$ cat src/ktli_pkg.sv
// ----------------------------------------------------------------------------
// ktli_pkg
// Shared types and constants of the keyed table linear interpolator.
// ----------------------------------------------------------------------------
package ktli_pkg;

	localparam int ACT_W    = 2;
	localparam int MAT_W    = 6;
	localparam int TEMP_W   = 11;
	localparam int VAL_W    = 26;
	localparam int NUM_VALS = 6;
	localparam int SEL_W    = 3;
	// bracket distance: brackets and query are all 11-bit signed, with lo <= t <= up
	localparam int DIFF_W   = 11;

	typedef enum logic [ACT_W-1:0] {
		ACT_CLEAR = 2'd0,
		ACT_LOAD  = 2'd1,
		ACT_QUERY = 2'd2
	} act_t;

	typedef enum logic [3:0] {
		ST_IDLE,
		ST_SCAN,
		ST_SCAN_END,
		ST_RD_LO,
		ST_RD_UP,
		ST_LATCH,
		ST_DIV,
		ST_MUL,
		ST_ADD,
		ST_OUT
	} ctrl_state_t;

	typedef logic [NUM_VALS-1:0][VAL_W-1:0] vals_t;

	typedef struct packed {
		logic [MAT_W-1:0]         material;
		logic signed [TEMP_W-1:0] temperature;
		vals_t                    vals;
	} row_t;

	typedef struct packed {
		logic             clear;
		logic             load;
		logic             start;
		logic             scan_rd;
		logic             rd_lo;
		logic             rd_up;
		logic             lat_lo;
		logic             lat_up;
		logic             div_step;
		logic             mul;
		logic             add;
		logic             out_load;
		logic [SEL_W-1:0] val_sel;
	} cmd_t;

	typedef struct packed {
		logic empty;
		logic scan_last;
		logic bracket_ok;
		logic eq;
		logic div_last;
	} status_t;

endpackage

$ cat src/ktli_ctrl.sv
// ----------------------------------------------------------------------------
// ktli_ctrl
// Sequencer: table scan, bracket fetch, serial divide, shared multiply loop.
// ----------------------------------------------------------------------------
module ktli_ctrl import ktli_pkg::*; (
	input  logic             clk,
	input  logic             arst_n,
	input  logic             in_valid,
	input  logic [ACT_W-1:0] in_action,
	output logic             in_ready,
	output logic             out_valid,
	input  logic             out_ready,
	input  status_t          status,
	output cmd_t             cmd
);

	ctrl_state_t      state_q, state_d;
	logic [SEL_W-1:0] k_q, k_d;
	logic             out_valid_q, out_valid_d;
	logic             in_acc;

	assign in_ready  = (state_q == ST_IDLE);
	assign in_acc    = in_valid && in_ready;
	assign out_valid = out_valid_q;

	always_ff @(posedge clk or negedge arst_n) begin
		if (!arst_n) begin
			state_q     <= ST_IDLE;
			k_q         <= '0;
			out_valid_q <= 1'b0;
		end else begin
			state_q     <= state_d;
			k_q         <= k_d;
			out_valid_q <= out_valid_d;
		end
	end

	always_comb begin
		state_d     = state_q;
		k_d         = k_q;
		cmd         = '0;
		cmd.val_sel = k_q;
		out_valid_d = out_valid_q && !out_ready;

		case (state_q)
			ST_IDLE: begin
				if (in_acc) begin
					case (in_action)
						ACT_CLEAR: cmd.clear = 1'b1;
						ACT_LOAD:  cmd.load  = 1'b1;
						ACT_QUERY: begin
							cmd.start = 1'b1;
							k_d       = '0;
							state_d   = status.empty ? ST_SCAN_END : ST_SCAN;
						end
						default: ;
					endcase
				end
			end
			ST_SCAN: begin
				cmd.scan_rd = 1'b1;
				if (status.scan_last)
					state_d = ST_SCAN_END;
			end
			// last row compare lands here
			ST_SCAN_END: state_d = ST_RD_LO;
			ST_RD_LO: begin
				if (status.bracket_ok) begin
					cmd.rd_lo = 1'b1;
					state_d   = ST_RD_UP;
				end else begin
					state_d = ST_OUT;
				end
			end
			ST_RD_UP: begin
				cmd.rd_up  = 1'b1;
				cmd.lat_lo = 1'b1;
				state_d    = ST_LATCH;
			end
			ST_LATCH: begin
				cmd.lat_up = 1'b1;
				state_d    = status.eq ? ST_MUL : ST_DIV;
			end
			ST_DIV: begin
				cmd.div_step = 1'b1;
				if (status.div_last)
					state_d = ST_MUL;
			end
			ST_MUL: begin
				cmd.mul = 1'b1;
				state_d = ST_ADD;
			end
			ST_ADD: begin
				cmd.add = 1'b1;
				if (k_q == SEL_W'(NUM_VALS - 1)) begin
					k_d     = '0;
					state_d = ST_OUT;
				end else begin
					k_d     = k_q + SEL_W'(1);
					state_d = ST_MUL;
				end
			end
			ST_OUT: begin
				if (!out_valid_q || out_ready) begin
					cmd.out_load = 1'b1;
					out_valid_d  = 1'b1;
					state_d      = ST_IDLE;
				end
			end
			default: state_d = ST_IDLE;
		endcase
	end

`ifndef SYNTHESIS
	a_out_slot_free: assert property (@(posedge clk) disable iff (!arst_n)
		cmd.out_load |-> (!out_valid_q || out_ready))
		else $error("result loaded over an unsent word");
	a_sel_range: assert property (@(posedge clk) disable iff (!arst_n)
		(cmd.mul || cmd.add) |-> (k_q < SEL_W'(NUM_VALS)))
		else $error("value select out of range");
`endif

endmodule

$ cat config.mk
export PLATFORM = sky130hd
export DESIGN_NAME = ktli_ctrl
export DESIGN_NICKNAME = d
export VERILOG_FILES = /design/src/ktli_pkg.sv /design/src/ktli_ctrl.sv
export SDC_FILE = /design/constraint.sdc
export NUM_CORES = 1
export LEC_CHECK = 0
export BUFFER_PORTS_ARGS = -buffer_cell sky130_fd_sc_hd__buf_2
export CORE_MARGIN = 2
export CORE_UTILIZATION = 39
export DETAILED_ROUTE_END_ITERATION = 12
export PLACE_DENSITY_LB_ADDON = 0.05
export SYNTH_ARGS = -nofsm -noshare
export SYNTH_HDL_FRONTEND = slang
export SYNTH_SLANG_ARGS = --single-unit
$ cat constraint.sdc
create_clock -name clk -period 1.3 [get_ports clk]
set_input_delay 0.26 -clock clk [delete_from_list [all_inputs] [get_ports clk]]
set_output_delay 0.26 -clock clk [all_outputs]
set_load 0.005 [all_outputs]
==> impl_metrics.csv, run 1 <==
group,metric,value,unit
final_layout,final_core_util,69.5,%
logic_synthesis,synth_area_leaders,"dfrtp_1 32%, o21ai_0 7.3%, nor2_1 5.5%, nand2b_1 4.1%, nor2b_1 4.1%",
logic_synthesis,synth_xor_xnor_area_share,0,%
logic_synthesis,synth_cell_types,30,
sta,post-route-min-period,1.65,ns
route,ant_nets,0,
cts,clockBufferDepth,2,
logic_synthesis,synth-compound-area-share,15.6,%
sta,hold_viol,0,
sta,worst_pin_slew,0.281,ns
logic_synthesis,synth_top_area_share,32.5,%
logic_synthesis,synth_edf_count,0,
critical_path,cp.arrival,1.39,ns
floorplan,start_util,41.4,%
floorplan,ios,28,
logic_synthesis,synth_nets,88,
route,wirelength,1780,um
sta,drv_slew,0,
sta,setup_ws,-0.353,ns
final_layout,nets,137,
global_route,grt_antenna_before_repair,0,
route,vias,737,
sta,period_share,127,%
pwr,vdd_drop_max,1.28,mV
critical_path,cp-start-kind,"flop",
critical_path,cp_slowest_cell,"dfrtp_1",
sta,fmax,605,MHz
critical_path,path_buf_inv,1,
sta,grt_setup_unrepaired,"true",
sta,setup_violations,17,
pwr,p_leak,0.000517,uW
critical_path,crit_chain,"or2_4 > nor3_4 > and4bb_2 > buf_2",
route,dr.pass1.iters,4,
cts,cts_tree,"done",
logic_synthesis,syn_area_per_cell,8.01,um^2
cts,cts_sinks,8,
critical_path,cp.required,1.04,ns
pwr,seq_power_share,22.2,%
critical_path,critPathCaptureType,"primary output",
route,drtIter0Drc,16,
global_route,grt_pass1_wl,2750,um
global_route,grt_max_degree,10,
route,drc_errors,0,
job,drv_cap,0,
pwr,netSwitchingPower,971,uW
floorplan,die-height,43.8,um
cts,insertion_delay,0.26,ns
logic_synthesis,synth.area.mux_share,1.62,%
critical_path,cp_top_family,"simple AND/OR/NAND/NOR gates",
pwr,p_comb_share,69.5,%
critical_path,crit_fanout,4,
status,violations,"negative setup slack",
logic_synthesis,async_flop_share,100,%
sta,hold_ws,0.340,ns
route,avgViaCountPerCell,5.26,
cts,path_clk_slew,0.05,ns
sta,fin_skew,0.000449,ns
place,hpwl,1240,um
floorplan,coreArea,1490,um^2
cts,cts_buffers,3,
pwr,clockPowerShare,8.3,%
floorplan,rows,14,
place,gp_congestion,0.780,
global_route,grt_usage,19.8,%
logic_synthesis,yosys.area_share.adder,0,%
critical_path,path_class,"reg2out",
pwr,p_per_area,2270,nW/um^2
global_route,overflow,0,
logic_synthesis,syn_inst,77,
route,wire_per_inst,12.7,um
final_layout,antenna_cells,0,
status,status,"complete, but fails checks",
cts,cts-htree-levels,1,
final_layout,area_growth,67.7,%
logic_synthesis,ys_seq_elements,8,
place,portBuffers,27,
logic_synthesis,synth_top_area_cell,"dfrtp_1",
pwr,internal-power,1380,uW
logic_synthesis,seq_area_frac_synth,32.5,%
critical_path,max_stage_delay,0.39,ns
pwr,netSwitchingFraction,41.2,%
logic_synthesis,syn_area,617,um^2
cts,cts_root_buffer,"clkbuf_4",
logic_synthesis,yosys.area_share.simple,43.2,%
floorplan,chipWidth,43.8,um
logic_synthesis,ys_warn_count,0,
global_route,grt_pass1_vias,646,
logic_synthesis,ys.flop_type,"dfrtp_1",
sta,slew_headroom,81.1,%
worst_hold_path,hold_class,"in2reg",
floorplan,dieArea,1920,um^2
logic_synthesis,synth_top_family_by_area,"simple AND/OR/NAND/NOR gates",
final_layout,drive_gt1_share,55.6,%
place,pre_cts_ws,-0.0831,ns
cell type report:
cell class / count / area, um^2
clock buffer: 3 / 22.5
fill: 143 / 454
inverter: 2 / 7.51
multi-input combinational: 62 / 458
sequential: 8 / 203
tap: 16 / 20.0
timing repair buffer: 49 / 324
worst register-to-register path: stages (launching register included):
cell and delay [ns]:
dfrtp_1 0.39, buf_4 0.14, buf_6 0.12, buf_4 0.14
nor4bb_4 0.27, o21ai_1 0.13, a32o_1 0.22
layout by cell type (no fill, tap or decap), types with 2 or more instances in the layout:
cell      Yosys  routed
a21oi_1       3       3
buf_2         2      26
buf_4         2      17
buf_6         1       5
clkbuf_4      0       3
dfrtp_1       8       6
dfrtp_2       0       2
nand2_1       6       5
nand2b_4      0       3
nand3_1       2       2
nand3b_1      2       2
nor2_1        9       7
nor2b_1       4       4
nor3_1        4       2
nor3_2        2       2
nor3_4        0       2
nor3b_1       3       2
nor4_1        2       2
o21ai_0       9       8
kinds of logic (layout without fill, tap and decap cells):
| logic type | Yosys count | count (layout) |
|---|---|---|
| simple gates | 45 | 45 |
| flops | 8 | 8 |
| mux | 1 | 1 |
| buf+inv | 7 | 54 |
| compound gates | 16 | 16 |
registers in the layout, summed over array words and instances (netlist names):
register	flops
state_q	4
k_q	3
out_valid	1
metal layers:
layer | global-route usage, % | share of wire, % | vias to the layer above
li1 | - | - | 373
met1 | 25.6 | 44 | 334
met2 | 31.8 | 49 | 28
met3 | 6.25 | 6.7 | 2
met4 | 5.45 | 0.79 | 0
met5 | 0 | 0 | -
final timing paths:
check / from / end / slack, ns / depth (start not counted)
max in group asynchronous: arst_n / state_q[1] / 0.73 / 2
worst min-delay path: out_ready / out_valid / 0.34 / 3
worst max-delay path: state_q[3] / cmd[14] / -0.35 / 4
min in group asynchronous: arst_n / k_q[1] / 0.39 / 2
worst max register to register: state_q[3] / k_q[1] / -0.22 / 6
worst min register to register: out_valid / out_valid / 0.54 / 2
stage by stage:
| stage | cells | area, um^2 | TNS (ns) | power (uW) |
|---|---|---|---|---|
| floorplan | 77 | 628 | -0.203 | 1210 |
| global placement | 128 | 845 | -0.397 | 1680 |
| detailed placement | 128 | 845 | -0.415 | 1690 |
| CTS | 136 | 962 | -3.52 | 2130 |
| global route | 140 | 1030 | -5.41 | 2550 |
| finish | 140 | 1030 | -4.31 | 2350 |
timing repair:
item | 4_1_cts | 5_1_grt
gates resized for setup | 12 | 10
hold endpoints to repair | 8 | 0
buffers inserted | 4 | 5
hold buffers | 1 | 0
pin swaps | 5 | 3
setup endpoints to repair | 17 | 20
synthesized netlist by cell type, types with 2 or more instances:
cell type	number
nor3_2	2
nor3_1	4
dfrtp_1	8
nor3b_1	3
o21ai_0	9
a21oi_1	3
buf_4	2
nand2_1	6
nor4_1	2
nor2_1	9
nand3b_1	2
nor2b_1	4
nand3_1	2
nand2b_1	4
buf_2	2
power groups by stage:
stage	Sequential, uW	Combinational, uW	Clock, uW
2_1_floorplan	492	720	0
3_3_place_gp	511	1170	0
3_5_place_dp	509	1180	0
4_1_cts	513	1420	199
5_1_grt	542	1790	218
6_report	523	1640	195
Note: power is estimated with default switching activity, not from simulation.
==> run 2: changes to the inputs <==
Settings changed: PLACE_DENSITY set to 0.69, PLACE_DENSITY_LB_ADDON 0.05 to unset.
==> run 2 against run 1 <==
  * The flow still finishes with violations (negative setup slack)
  * Combinational power rose by 20%
  * Flip-flop and latch count unchanged
  * Cell count rose by 1.4%
  * Critical endpoint unchanged
  * Largest power group unchanged
==> impl_metrics.csv, run 2 (same netlist as run 1, synthesis figures left out) <==
group,metric,value,unit
sta,post-route-min-period,1.68,ns
global_route,grt_max_degree,10,
critical_path,rr_endpoint,"k_q[1]",
place,portBuffers,27,
sta,period_share,129,%
floorplan,start_util,41.4,%
final_layout,area_growth,80.7,%
sta,setup_ws,-0.382,ns
cts,cts_sinks,8,
floorplan,ios,28,
floorplan,dieArea,1920,um^2
cts,cts_buffers,3,
job,drv_cap,0,
worst_hold_path,hold_class,"in2async",
route,wl_met1,822,um
place,dp_cells,126,
final_layout,nets,139,
final_layout,drive_gt1_share,64.3,%
floorplan,coreArea,1490,um^2
route,avgViaCountPerCell,5.64,
route,wire_per_inst,15.4,um
cts,cts-htree-levels,1,
critical_path,r2r_cells,6,
critical_path,cp-start-kind,"flop",
final_layout,multi_input_area,510,um^2
route,topRoutingLayerUsed,"met4",
sta,fmax,595,MHz
status,violations,"negative setup slack",
cts,clockBufferDepth,2,
critical_path,crit_fanout,4,
sta,fin_setup_tns,-4.04,ns
final_layout,fillers,93,
sta,worst_pin_slew,0.304,ns
cts,cts_root_buffer,"clkbuf_4",
global_route,overflow,0,
floorplan,rows,14,
critical_path,cp.required,1.04,ns
sta,slew_headroom,79.4,%
critical_path,critPathCaptureType,"primary output",
floorplan,die-height,43.8,um
final_layout,seq_area,203,um^2
cts,path_clk_slew,0.06,ns
critical_path,rrSetupSlack,-0.17,ns
final_layout,final_cell_mix,"27 x buf_2, 15 x buf_4, 7 x buf_6",
final_layout,final_common_cell,"buf_2",
sta,setup_violations,17,
route,drc_errors,0,
final_layout,design_area,1110,um^2
route,wirelength,2190,um
status,status,"complete, but fails checks",
sta,fin_skew,0.00519,ns
sta,grt_setup_unrepaired,"true",
final_layout,final_core_util,74.9,%
global_route,grt_antenna_before_repair,0,
global_route,grt_pass1_wl,2950,um
pwr,vdd_drop_max,1.33,mV
global_route,grt_usage,20.7,%
cts,insertion_delay,0.26,ns
route,drtIter0Drc,25,
sta,hold_viol,0,
route,met2_wirelength,1130,um
place,hpwl,1280,um
floorplan,chipWidth,43.8,um
cts,cts_tree,"done",
final_layout,largest_register_ff_count,4,
pwr,p_leak,0.000540,uW
route,met3WireLength,154,um
final_layout,antenna_cells,0,
final_layout,layout.cells.non_filler,142,
route,ant_nets,0,
place,gp_congestion,0.857,
final_layout,regMostFlops,"state_q",
critical_path,cp.arrival,1.42,ns
critical_path,path_class,"reg2out",
pwr,p_per_area,2400,nW/um^2
place,post_dp_cell_area,830,um^2
sta,drv_slew,0,
critical_path,r2r_start,"state_q[0]",
global_route,grt_pass1_vias,710,
sta,hold_ws,0.372,ns
route,dr.pass1.iters,4,
route,vias,801,
==> run 2: worst max-delay path by stage <==
stage                    start      end  slack [ns]  depth (start not counted)
floorplan           state_q[2]  cmd[14]       -0.11                          4
global placement    state_q[3]   k_q[1]       -0.08                          4
detailed placement  state_q[2]  cmd[14]       -0.09                          4
CTS                 state_q[2]  cmd[14]       -0.36                          4
global route        state_q[2]  cmd[14]       -0.42                          4
finish              state_q[2]  cmd[14]       -0.38                          4
==> run 2: power by group <==
group	switching, uW	internal, uW
Combinational	934	1040
Sequential	147	365
Clock	85.0	106
Total	1170	1510
==> run 2: cell type report <==
type                       instances  share of cell area, %
sequential                         8                   18.2
timing repair buffer              51                   31.5
tap                               16                   1.80
multi-input combinational         62                   45.8
inverter                           2                  0.673
clock buffer                       3                   2.02
==> run 2: routing by layer <==
layer	track usage, %	up-vias
li1	-	375
met1	23.6	376
met2	37.1	37
met3	7.92	13
met4	3.03	0
met5	0	-
==> run 2: worst max-delay path: stages, from the launching register on <==
cell	delay (ns)
dfrtp_1	0.38
or2_4	0.28
nor3_4	0.17
and4bb_2	0.24
buf_2	0.10
==> run 2: timing repair <==
item | CTS | global route
setup endpoints to repair | 17 | 20
hold buffers | 1 | 0
gates cloned | 0 | 0
hold endpoints to repair | 8 | 0
setup buffers | 5 | 9
resized for setup | 18 | 27
pin swaps | 5 | 7
==> run 2: through the flow <==
step                total power, uW  setup slack, ns
floorplan                      1210           -0.111
global placement               1650          -0.0777
detailed placement             1670          -0.0875
CTS                            2130           -0.359
global route                   2840           -0.423
finish                         2670           -0.382
